`config.mk`:
```
export PLATFORM = sky130hd
export DESIGN_NAME = coin_peak_classifier_core
export DESIGN_NICKNAME = d
export VERILOG_FILES = /design/src/cpc_pkg.sv /design/src/cpc_cfg_regs.sv /design/src/cpc_tracker.sv /design/src/coin_peak_classifier_core.sv
export SDC_FILE = /design/constraint.sdc
export NUM_CORES = 1
export LEC_CHECK = 0
export BUFFER_PORTS_ARGS = -buffer_cell sky130_fd_sc_hd__buf_2
export CAP_MARGIN = 20
export CORE_ASPECT_RATIO = 1.25
export CORE_MARGIN = 10
export CORE_UTILIZATION = 50
export DETAILED_ROUTE_END_ITERATION = 10
export PLACE_DENSITY = 0.7
export SLEW_MARGIN = 20
export SYNTH_ARGS = -nofsm -noshare
export SYNTH_HDL_FRONTEND = slang
export SYNTH_SLANG_ARGS = --single-unit
```
`constraint.sdc`:
```
create_clock -name clk -period 20.5 [get_ports clk]
set_input_delay 3.075 -clock clk [delete_from_list [all_inputs] [get_ports clk]]
set_output_delay 3.075 -clock clk [all_outputs]
set_load 0.005 [all_outputs]
```
`src/cpc_pkg.sv`:
```
// ----------------------------------------------------------------------------
// cpc_pkg
// Shared types and constants for the coin peak classifier.
// ----------------------------------------------------------------------------
`default_nettype none

package cpc_pkg;

    localparam int MAX_COINS      = 4;
    localparam int SAMPLE_W       = 10;
    localparam int VALUE_W        = 16;
    localparam int ENTRY_W        = SAMPLE_W + VALUE_W;
    localparam int TOTAL_W        = 32;
    localparam int TALLY_W        = 16;
    localparam int INDEX_W        = 2;
    localparam int REG_IDX_W      = 3;
    localparam int IN_TDATA_W     = 16;
    localparam int OUT_TDATA_W    = 56;
    localparam int OUT_TUSER_W    = 2;

    localparam logic [SAMPLE_W:0] PRESENT_MARGIN = 11'd8;
    localparam logic [SAMPLE_W-1:0] RETURN_MARGIN = 10'd2;
    localparam logic [SAMPLE_W-1:0] TOL_RESET = 10'd10;

    // register indexes: coin entries occupy 0 .. MAX_COINS-1
    localparam logic [REG_IDX_W-1:0] REG_TOLERANCE = 3'd4;

    typedef enum logic [1:0] {
        EV_NONE     = 2'd0,
        EV_BASELINE = 2'd1,
        EV_ACCEPT   = 2'd2,
        EV_REJECT   = 2'd3
    } event_kind_t;

    typedef struct packed {
        logic [MAX_COINS-1:0][ENTRY_W-1:0] entry;
        logic [SAMPLE_W-1:0]               tolerance;
    } cpc_cfg_t;

    typedef struct packed {
        event_kind_t         kind;
        logic [INDEX_W-1:0]  coin_index;
        logic [TOTAL_W-1:0]  running_total;
        logic [TALLY_W-1:0]  coin_tally;
    } cpc_result_t;

    function automatic logic [SAMPLE_W-1:0] abs_diff(
        input logic [SAMPLE_W-1:0] a,
        input logic [SAMPLE_W-1:0] b
    );
        return (a > b) ? (a - b) : (b - a);
    endfunction

endpackage

`default_nettype wire

```
`src/cpc_cfg_regs.sv`:
```
// ----------------------------------------------------------------------------
// cpc_cfg_regs
// Coin signature table and match tolerance, written through the config port.
// ----------------------------------------------------------------------------
`default_nettype none

module cpc_cfg_regs #(
    parameter int NUM_COINS = 4
) (
    input  wire                                clk,
    input  wire                                rst_n,
    input  wire                                cfg_wen,
    input  wire  [cpc_pkg::REG_IDX_W-1:0]      cfg_index,
    input  wire  [cpc_pkg::ENTRY_W-1:0]        cfg_data,
    output cpc_pkg::cpc_cfg_t                  cfg
);
    import cpc_pkg::*;

    logic [NUM_COINS-1:0][ENTRY_W-1:0] entry_reg;
    logic [SAMPLE_W-1:0]               tol_reg;

    always_ff @(posedge clk or negedge rst_n)
    begin
        if (!rst_n)
        begin
            entry_reg <= '0;
            tol_reg   <= TOL_RESET;
        end
        else if (cfg_wen)
        begin
            for (int i = 0; i < NUM_COINS; i++)
            begin
                if (cfg_index == REG_IDX_W'(i))
                    entry_reg[i] <= cfg_data;
            end
            if (cfg_index == REG_TOLERANCE)
                tol_reg <= cfg_data[SAMPLE_W-1:0];
        end
    end

    always_comb
    begin
        cfg           = '0;
        cfg.tolerance = tol_reg;
        for (int i = 0; i < NUM_COINS; i++)
            cfg.entry[i] = entry_reg[i];
    end

endmodule

`default_nettype wire

```
`src/cpc_tracker.sv`:
```
// ----------------------------------------------------------------------------
// cpc_tracker
// Baseline / peak tracking, coin detection, signature match and counters.
// ----------------------------------------------------------------------------
`default_nettype none

module cpc_tracker #(
    parameter int NUM_COINS = 4
) (
    input  wire                              clk,
    input  wire                              rst_n,
    input  wire                              step,
    input  wire  [cpc_pkg::SAMPLE_W-1:0]     sample,
    input  cpc_pkg::cpc_cfg_t                cfg,
    output cpc_pkg::cpc_result_t             result
);
    import cpc_pkg::*;

    logic [SAMPLE_W-1:0]               baseline_reg, baseline_next;
    logic [SAMPLE_W-1:0]               peak_reg, peak_next;
    logic                              present_reg, present_next;
    logic                              need_base_reg, need_base_next;
    logic [TOTAL_W-1:0]                total_reg, total_next;
    logic [NUM_COINS-1:0][TALLY_W-1:0] count_reg, count_next;

    logic [SAMPLE_W-1:0]  peak_cand;
    logic                 present_cand;
    logic                 finish;
    logic [NUM_COINS-1:0] first_hit;
    logic                 found;
    logic [VALUE_W-1:0]   hit_value;
    logic [TOTAL_W:0]     sum;

    always_ff @(posedge clk or negedge rst_n)
    begin
        if (!rst_n)
        begin
            baseline_reg  <= '0;
            peak_reg      <= '0;
            present_reg   <= 1'b0;
            need_base_reg <= 1'b1;
            total_reg     <= '0;
            count_reg     <= '0;
        end
        else if (step)
        begin
            baseline_reg  <= baseline_next;
            peak_reg      <= peak_next;
            present_reg   <= present_next;
            need_base_reg <= need_base_next;
            total_reg     <= total_next;
            count_reg     <= count_next;
        end
    end

    always_comb
    begin
        peak_cand    = (sample > peak_reg) ? sample : peak_reg;
        present_cand = present_reg | ({1'b0, sample} > ({1'b0, baseline_reg} + PRESENT_MARGIN));
        finish       = !need_base_reg && present_cand &&
                       (abs_diff(sample, baseline_reg) < RETURN_MARGIN);

        // parallel signature compares, lowest index wins
        found     = 1'b0;
        first_hit = '0;
        hit_value = '0;
        for (int i = 0; i < NUM_COINS; i++)
        begin
            if (!found && (abs_diff(peak_cand, cfg.entry[i][SAMPLE_W-1:0]) < cfg.tolerance))
            begin
                found        = 1'b1;
                first_hit[i] = 1'b1;
                hit_value    = cfg.entry[i][ENTRY_W-1:SAMPLE_W];
            end
        end

        sum = {1'b0, total_reg} + (TOTAL_W+1)'(hit_value);

        baseline_next  = baseline_reg;
        peak_next      = peak_cand;
        present_next   = present_cand;
        need_base_next = need_base_reg;
        total_next     = total_reg;
        count_next     = count_reg;

        result               = '0;
        result.kind          = EV_NONE;
        result.running_total = total_reg;

        if (need_base_reg)
        begin
            baseline_next  = sample;
            peak_next      = sample;
            present_next   = 1'b0;
            need_base_next = 1'b0;
            result.kind    = EV_BASELINE;
        end
        else if (finish)
        begin
            present_next   = 1'b0;
            need_base_next = 1'b1;
            if (found)
            begin
                total_next  = sum[TOTAL_W] ? {TOTAL_W{1'b1}} : sum[TOTAL_W-1:0];
                result.kind = EV_ACCEPT;
                for (int i = 0; i < NUM_COINS; i++)
                begin
                    if (first_hit[i])
                    begin
                        if (count_reg[i] != {TALLY_W{1'b1}})
                            count_next[i] = count_reg[i] + 1'b1;
                        result.coin_index = INDEX_W'(i);
                        result.coin_tally = count_next[i];
                    end
                end
            end
            else
            begin
                result.kind = EV_REJECT;
            end
        end

        result.running_total = total_next;
    end

endmodule

`default_nettype wire

```
`src/coin_peak_classifier_core.sv`:
```
// ----------------------------------------------------------------------------
// coin_peak_classifier_core
// IR coin acceptor: classifies coins by the peak of the sensor reading.
// ----------------------------------------------------------------------------
// usage
//   s_axis carries one 10-bit converter sample per request. every accepted
//   sample gives exactly one result on m_axis: the event kind in tuser
//   (none, baseline captured, coin accepted, coin rejected) and the coin
//   index, running total and per-coin tally in tdata.
//   the first sample after reset, and the first after each finished coin,
//   is taken as the new idle baseline.
//   the result is registered: one input register, then the tracker logic
//   feeding the result register. one sample per cycle is sustained while
//   m_axis does not stall; the tracker state updates once per request and
//   is the only feedback loop.
//   when m_axis stalls the result register holds and s_axis tready stays
//   high until the input register is also full.
//   reset clears the baseline, peak, total and per-coin counts, sets the
//   coin entries to zero and the tolerance to 10.
//   config writes (cfg_wen, cfg_index, cfg_data) take effect at the next
//   edge and are expected only while the block is idle.
// ----------------------------------------------------------------------------
`default_nettype none

module coin_peak_classifier_core #(
    parameter int NUM_COINS = 4
) (
    input  wire                                 clk,
    input  wire                                 rst_n,
    // sample [9:0]
    input  wire                                 s_axis_tvalid,
    output logic                                s_axis_tready,
    input  wire  [cpc_pkg::IN_TDATA_W-1:0]      s_axis_tdata,
    // coin_index [1:0], running_total [33:2], coin_tally [49:34]
    output logic                                m_axis_tvalid,
    input  wire                                 m_axis_tready,
    output logic [cpc_pkg::OUT_TDATA_W-1:0]     m_axis_tdata,
    // event_kind [1:0]
    output logic [cpc_pkg::OUT_TUSER_W-1:0]     m_axis_tuser,
    input  wire                                 cfg_wen,
    input  wire  [cpc_pkg::REG_IDX_W-1:0]       cfg_index,
    input  wire  [cpc_pkg::ENTRY_W-1:0]         cfg_data
);
    import cpc_pkg::*;

    logic                in_valid_reg;
    logic [SAMPLE_W-1:0] sample_reg;
    logic                out_valid_reg;
    cpc_result_t         result_reg;
    cpc_result_t         result;
    cpc_cfg_t            cfg;
    logic                advance;

    assign advance       = in_valid_reg && (!out_valid_reg || m_axis_tready);
    assign s_axis_tready = !in_valid_reg || advance;

    always_ff @(posedge clk or negedge rst_n)
    begin
        if (!rst_n)
        begin
            in_valid_reg  <= 1'b0;
            out_valid_reg <= 1'b0;
        end
        else
        begin
            if (s_axis_tready)
                in_valid_reg <= s_axis_tvalid;
            if (advance)
                out_valid_reg <= 1'b1;
            else if (m_axis_tready)
                out_valid_reg <= 1'b0;
        end
    end

    always_ff @(posedge clk)
    begin
        if (s_axis_tready && s_axis_tvalid)
            sample_reg <= s_axis_tdata[SAMPLE_W-1:0];
        if (advance)
            result_reg <= result;
    end

    cpc_cfg_regs #(
        .NUM_COINS (NUM_COINS)
    ) u_cfg (
        .clk       (clk),
        .rst_n     (rst_n),
        .cfg_wen   (cfg_wen),
        .cfg_index (cfg_index),
        .cfg_data  (cfg_data),
        .cfg       (cfg)
    );

    cpc_tracker #(
        .NUM_COINS (NUM_COINS)
    ) u_tracker (
        .clk    (clk),
        .rst_n  (rst_n),
        .step   (advance),
        .sample (sample_reg),
        .cfg    (cfg),
        .result (result)
    );

    assign m_axis_tvalid = out_valid_reg;
    assign m_axis_tuser  = result_reg.kind;
    assign m_axis_tdata  = {6'd0, result_reg.coin_tally, result_reg.running_total,
                            result_reg.coin_index};

endmodule

`default_nettype wire

```
==> results of run 1 <==
==> cells in the mapped netlist (6+ instances only) <==
cell type | number | area (um^2)
inv_1 | 130 | 488.0
o21ai_0 | 132 | 660.6
dfrtp_1 | 231 | 5781
o211ai_1 | 7 | 52.55
a41oi_1 | 6 | 52.55
xor2_1 | 67 | 586.8
nand3_1 | 65 | 325.3
a31oi_1 | 38 | 237.7
buf_2 | 12 | 60.06
buf_4 | 9 | 67.56
o21a_1 | 10 | 75.07
mux2_2 | 137 | 1543
ha_1 | 169 | 2115
or3_1 | 10 | 62.56
and2_1 | 13 | 81.33
o22ai_1 | 12 | 75.07
nand2b_1 | 20 | 125.1
and4_1 | 6 | 52.55
a211oi_1 | 16 | 120.1
nor4_1 | 10 | 62.56
nor3_1 | 63 | 315.3
a22oi_1 | 33 | 247.7
fa_1 | 11 | 220.2
a221oi_1 | 11 | 96.34
mux2_1 | 8 | 90.09
nor2b_1 | 19 | 118.9
clkbuf_1 | 60 | 225.2
o21bai_1 | 9 | 67.56
edfxtp_1 | 62 | 1862
a21o_1 | 31 | 232.7
nor2_1 | 95 | 356.6
a21oi_1 | 107 | 535.5
nor3b_1 | 10 | 75.07
or4_1 | 6 | 45.04
and3_1 | 34 | 212.7
mux2i_1 | 40 | 400.4
nand4_1 | 26 | 162.7
nand2_1 | 197 | 739.5
xnor2_1 | 62 | 543.0
==> worst paths after layout <==
kind | end | slack (ns) | start | cells past startpoint
setup / recovery | m_axis_tdata[21]$_DFFE_PP_ | 8.88 | sample_reg[3]$_DFFE_PP_ | 44
hold / removal | m_axis_tvalid$_DFFE_PN0P_ | 0.48 | in_valid_reg$_DFFE_PN0N_ | 1
setup reg to reg | m_axis_tdata[21]$_DFFE_PP_ | 8.88 | sample_reg[3]$_DFFE_PP_ | 44
hold reg to reg | m_axis_tvalid$_DFFE_PN0P_ | 0.48 | in_valid_reg$_DFFE_PN0N_ | 1
max in group asynchronous | u_cfg.cfg[71]$_DFFE_PN0P_ | 16.36 | rst_n | 2
min in group asynchronous | u_tracker.count_reg[55]$_DFFE_PN0P_ | 2.62 | rst_n | 1
==> final cells by class <==
type | instances | area share
clock inverters | 19 | 0.007874
multi-input cells | 1571 | 0.5202
repair buffers | 125 | 0.03172
inverters | 131 | 0.02210
well taps | 504 | 0.02834
clock buffers | 43 | 0.04263
diodes | 1 | 0.0001125
flip-flops and latches | 296 | 0.3471
==> metrics by stage <==
step,instance area (um^2),worst slack [ns],util,hold WS [ns],std cells
finish,22250,8.883,0.5574,0.4820,2690
global route,22250,8.021,0.5574,0.5148,2689
CTS,22230,9.053,0.5570,0.4871,2688
detailed placement,21110,9.039,0.5289,0.4886,2626
global placement,21110,9.049,0.5289,0.4614,2626
floorplan,20150,10.72,-,0.4569,2087
==> cells by family after synthesis <==
kind of cell               Yosys count  share of synthesized area
and+or+nand+nor                    597                     0.1476
muxes                              185                     0.1010
buffers and inverters              220                    0.04494
xor gates and xnor gates           129                    0.05613
adders and majority gates          180                     0.1160
other                                1                  0.0001863
DFF                                296                     0.3836
AOI/OAI and AO/OA                  474                     0.1507
==> per-layer routing <==
metal | up-vias | track usage | routed length [um]
li1 | 7664 | - | -
met4 | 6 | 0.08365 | 1792
met1 | 7885 | 0.2600 | 22140
met5 | - | 0 | 40
met2 | 347 | 0.3899 | 27280
met3 | 110 | 0.03119 | 2184
==> layout by cell type (no fill, tap or decap), types with 7 or more instances in the layout <==
master	instances
mux2i_1	40
nand4_1	26
mux2_2	137
clkbuf_16	37
a21oi_1	107
a31oi_1	38
buf_4	28
clkinv_2	8
a22oi_1	33
a221oi_1	11
o21ai_0	132
nor3b_1	9
buf_2	96
fa_1	11
o211ai_1	7
ha_1	169
nor2b_1	19
nor2_1	94
o21a_1	10
or3_1	10
dfrtp_1	231
o22ai_1	12
o21bai_1	9
nand2b_1	20
nand3_1	65
and2_1	13
and3_1	34
a211oi_1	16
xor2_1	67
nor3_1	60
nor4_1	10
inv_1	129
mux2_1	8
a21o_1	31
nand2_1	197
xnor2_1	62
edfxtp_1	62
==> out/metrics.cfg, run 1 <==
[clock_tree]
clkTransAtPathRegs_ns=0.06
cts.path.max_buffers=3
post_cts_buffers=0
holdBufCountCts=0
cts_buffers=34
clock_sinks=296
ctsResizeCount=0
htree_num_levels=2
tritoncts=yes
root_buffer=clkbuf_16
insertion_delay_ns=0.54

[synthesis]
synthFlopType=dfrtp_1
yosys_warnings=0
ys_seq_area_frac=0.3836
avgSynthCellArea_um2=9.669
synth_cells=2082
ys_types=81
synth-async-reset-ratio=0.7905
synth.cell_area_mm2=0.02013
ys_ff_latch=296
synth_edf_count=62

[drt]
drt-pass1-iter-count=5
wire_per_inst_um=19.86
drc_errors=0
drt_iter0_drc=1217
postRouteAntennaNets=0
num_vias=16012
wirelength_mm=53.43
via_per_inst=5.952

[floorplanning]
row_count=82
ios=110
die_y_um=244.3
die_area_mm2=0.04874
dieWidth_um=199.5
initial_core_util=0.5044
core_area_mm2=0.03991

[sta]
timing.final.crit_share=0.5667
fin_crit_ns=11.62
worstMarginPinSlew_ns=1.008
fmax_mhz=86.08
finalMaxSlewViolations=0
finClkSkew_ns=0.02137
relSlewSlack=0.3262
tns_ns=0
hold_viol_final=0
rsz0062_at_grt=no
setup_viol=0

[placed_design]
place_congestion=0.9568
dp_hpwl_mm=38.39
port-buffer-count=97

[final_layout]
syn_to_final_growth_pct=10.52
drive_above_1_share=0.1606
multi_input_area_mm2=0.01157
largest_reg_flops=104
nFillCells=3516
seq_area_mm2=0.007721
fin_nets=2389

[grt]
antenna_found_initial=4
first_global_vias=16354
grt_usage=0.2190
grt_pass1_wl_mm=85.99
grt-ovfl-total=0
grt_max_degree=117

[worst_setup_path]
critPathLaunchType=register
endpoint_kind=register
path_buf_inv=5
slowest_delay_ns=0.75
crit_top_cell=o21ai_0
crit_type=register to register
cpMaxStageDelayCell=o31ai_1
worstPathRequired_ns=20.84
cp.arrival_ns=11.95
cp_max_fo=30
cp_top_family=compound AO/OA/AOI/OAI gates

[outcome]
status=finished clean

[flow_run]
max-cap-violations=0

[worst_hold_path]
min_path_type=register to register

Power of run 1 is not shown: default switching activity piles up to over one toggle a cycle in this logic, so the estimate is an artifact.
==> inputs of run 2 (changes only) <==
- ABC_AREA: not set -> 1
- PLACE_DENSITY: 0.7 -> 0.73
- clock period: 20.5 -> 9.5 ns (I/O delays scaled with it)
==> run 2 against run 1 <==
Final area rose by 8.1%. Synthesized cell count rose by 50%. Sequential share of layout area is 2.6 points lower. Synthesized area rose by 8.1%. Register-to-register slack worse by 7.9 ns. Global-route usage up 2.0 points. Count of clock-buffer cells in the layout increased by 3. Utilization rose by 0.11 points. Wire length up 17%. First-iteration DRC count increased by 32%. Via count increased by 27%.
==> out/metrics.cfg, run 2 <==
[grt]
grt_use_met1=0.3091  ; +0.04916
grt_max_degree=129  ; +10%
grt.busiest_layer=met2
first_global_vias=19655  ; +20%
grt_pass1_wl_mm=100.9  ; +17%
grt-ovfl-total=0  ; unchanged
use_met2=0.3979  ; +0.007978
global_route.usage.met3=0.03439  ; +0.003200
grt_usage=0.2389  ; +0.01991
antenna_found_initial=0  ; -4

[pwr]
max-vdd-ir-drop_v=0.0003238
switching_share=0.5404
switchingPower_mw=5.141
p_seq_frac=0.163
power.internal_mw=4.373
p_leak_nw=12.29
pwr_density_cell_mw_per_mm2=395.4
power_frac_comb=0.693
clockPowerShare=0.144

[worst_setup_path]
path_buf_inv=6  ; +1
cp.arrival_ns=9.02  ; -2.93 ns
worstPathRequired_ns=10.00  ; -10.84 ns
cp_max_fo=17  ; -43%
cp_top_family=simple AND/OR/NAND/NOR gates
endpoint_kind=register
crit_type=register to register
crit_top_cell=nand2_1
critPathLaunchType=register
cpMaxStageDelayCell=nor2_4
slowest_delay_ns=0.49  ; -0.26 ns

[drt]
wirelength_mm=62.32  ; +17%
wire_per_inst_um=16.45  ; -17%
drt_iter0_drc=1603  ; +32%
via_per_inst=5.357  ; -10%
drc_errors=0  ; unchanged
drt-pass1-iter-count=6  ; +1
postRouteAntennaNets=0  ; unchanged
num_vias=20297  ; +27%

[final_layout]
postLayoutCellArea_mm2=0.02406  ; +8.1%
layout_commonest_cell=nand2_1
syn_to_final_growth_pct=10.55  ; about the same
mostFrequentLayoutCells=nand2_1, inv_1, o21ai_0
fin_nets=3428  ; +43%
fin_util=0.5585  ; +0.001115
largest_reg_flops=104  ; unchanged
drive_above_1_share=0.06917  ; -0.09147
antennaDiodeCount=0  ; -1

[sta]
rsz0062_at_grt=no
relSlewSlack=0.3585  ; +0.03229
setup_viol=0  ; unchanged
layout_setup_ws_ns=0.9788  ; -7.904 ns
worstMarginPinSlew_ns=0.9612  ; -0.04709 ns
finalMaxSlewViolations=0  ; unchanged
fmax_mhz=117.4  ; +36%
finClkSkew_ns=0.02280  ; +0.001424 ns
fin_crit_ns=8.521  ; -3.096 ns
timing.final.crit_share=0.8970  ; +0.3303
tns_ns=0  ; unchanged
whs_ns=0.4836  ; +0.001560 ns
hold_viol_final=0  ; unchanged

[synthesis]
ys_types=49  ; -40%
synth.cell_area_mm2=0.02176  ; +8.1%
yosys_warnings=0  ; unchanged
synthFlopType=dfrtp_1
avgSynthCellArea_um2=6.968  ; -28%
synth_edf_count=62  ; unchanged
synthAdderAreaFrac=0.1073  ; -0.008695
synth_cells=3123  ; +50%
ys_seq_area_frac=0.3548  ; -0.02876
synthMuxAreaShare=0.001380  ; -0.09962
synth-async-reset-ratio=0.7905  ; unchanged
synth-xor-area-share=0.03662  ; -0.01950
yosysMostFrequentCell=nand2_1
yosys.area.top_type=dfrtp_1
ys_ff_latch=296  ; unchanged
synth-compound-area-share=0.1130  ; -0.03769
yosysTopAreaCellShare=0.2656  ; -0.02153
yosys.area_share.simple=0.2990  ; +0.1515
synth.area.top_cells=dfrtp_1, nand2_1, ha_1
synth_top_family_by_area=simple AND/OR/NAND/NOR gates
synth_top_cells_by_count=nand2_1, inv_1, o21ai_0

[clock_tree]
htree_num_levels=2  ; unchanged
ctsResizeCount=0  ; unchanged
cts.path.max_buffers=3  ; unchanged
root_buffer=clkbuf_16
holdBufCountCts=0  ; unchanged
cts_buffers=34  ; unchanged
tritoncts=yes
clock_sinks=296  ; unchanged
insertion_delay_ns=0.56  ; +0.02 ns
post_cts_buffers=0  ; unchanged
clkTransAtPathRegs_ns=0.06  ; about the same

[flow_run]
max-cap-violations=0  ; unchanged

[floorplanning]
core_area_mm2=0.04307  ; +7.9%
die_area_mm2=0.05232  ; +7.4%
row_count=85  ; +3.7%
initial_core_util=0.5052  ; +0.0008543
die_y_um=253.3  ; +3.6%
ios=110  ; unchanged
dieWidth_um=206.6  ; +3.6%

[placed_design]
preCtsSetupSlack_ns=1.078  ; -7.961 ns
dp_hpwl_mm=45.84  ; +19%
port-buffer-count=97  ; unchanged
dpl_cell_area_mm2=0.02287  ; +8.3%
place_congestion=0.9472  ; -1.0%

[outcome]
status=finished clean

[worst_hold_path]
min_path_type=register to register

run 2: kinds of logic (layout without fill, tap and decap cells):
group	count (synthesis)	after routing
fa+ha+maj	180	180
flops	296	296
compound gates	454	454
xor+xnor	91	91
buf+inv	496	592
other cells	1	6
mux	3	3
simple gates	1602	1602
run 2: metrics by stage:
stage | std cells | power, mW
global route | 3789 | 10.42
CTS | 3788 | 9.471
floorplan | 3128 | 6.125
detailed placement | 3726 | 8.069
global placement | 3726 | 7.927
finish | 3789 | 9.513
run 2: final timing paths:
kind	cells after the start	slack (ns)	to	startpoint
min reg2reg	2	0.48	u_cfg.cfg[84]$_DFFE_PN0P_	u_cfg.cfg[84]$_DFFE_PN0P_
max	48	0.98	u_tracker.total_reg[13]$_DFFE_PN0P_	sample_reg[9]$_DFFE_PP_
min in group asynchronous	1	0.90	u_tracker.baseline_reg[0]$_DFFE_PN0P_	rst_n
max reg2reg	48	0.98	u_tracker.total_reg[13]$_DFFE_PN0P_	sample_reg[9]$_DFFE_PP_
min	2	0.48	u_cfg.cfg[84]$_DFFE_PN0P_	u_cfg.cfg[84]$_DFFE_PN0P_
max in group asynchronous	2	7.33	u_cfg.cfg[106]$_DFFE_PN0P_	rst_n
run 2: final cells by class:
cell class                      count  area (um^2)
Clock buffer                       46        977.2
Clock inverter                     16        182.7
Fill cell                        4158        19010
Inverter                          395         1484
Multi-Input combinational cell   2336        12170
Sequential cell                   296         7721
Tap cell                          565        706.9
Timing Repair Buffer              135        813.3
run 2: per-layer routing:
| metal | vias up | share of wire |
|---|---|---|
| met1 | 9423 | 0.43 |
| met3 | 111 | 0.063 |
| met5 | - | 0 |
| met4 | 0 | 0.029 |
| met2 | 612 | 0.47 |
| li1 | 10151 | - |
run 2: worst min-delay path, delay by kind of cell, from the launching register on:
family	cells	cell delay (ns)
and+or+nand+nor	1	0.05
AOI/OAI and AO/OA	1	0.06
DFF	1	0.34
run 2: power groups by stage:
stage	logic (mW)	registers, mW	clock network [mW]
floorplan	4.58	1.55	0
global placement	6.36	1.56	0
detailed placement	6.50	1.57	0
CTS	6.53	1.55	1.40
global route	7.41	1.57	1.45
finish	6.60	1.55	1.37
(Power assumes the default switching activity.)
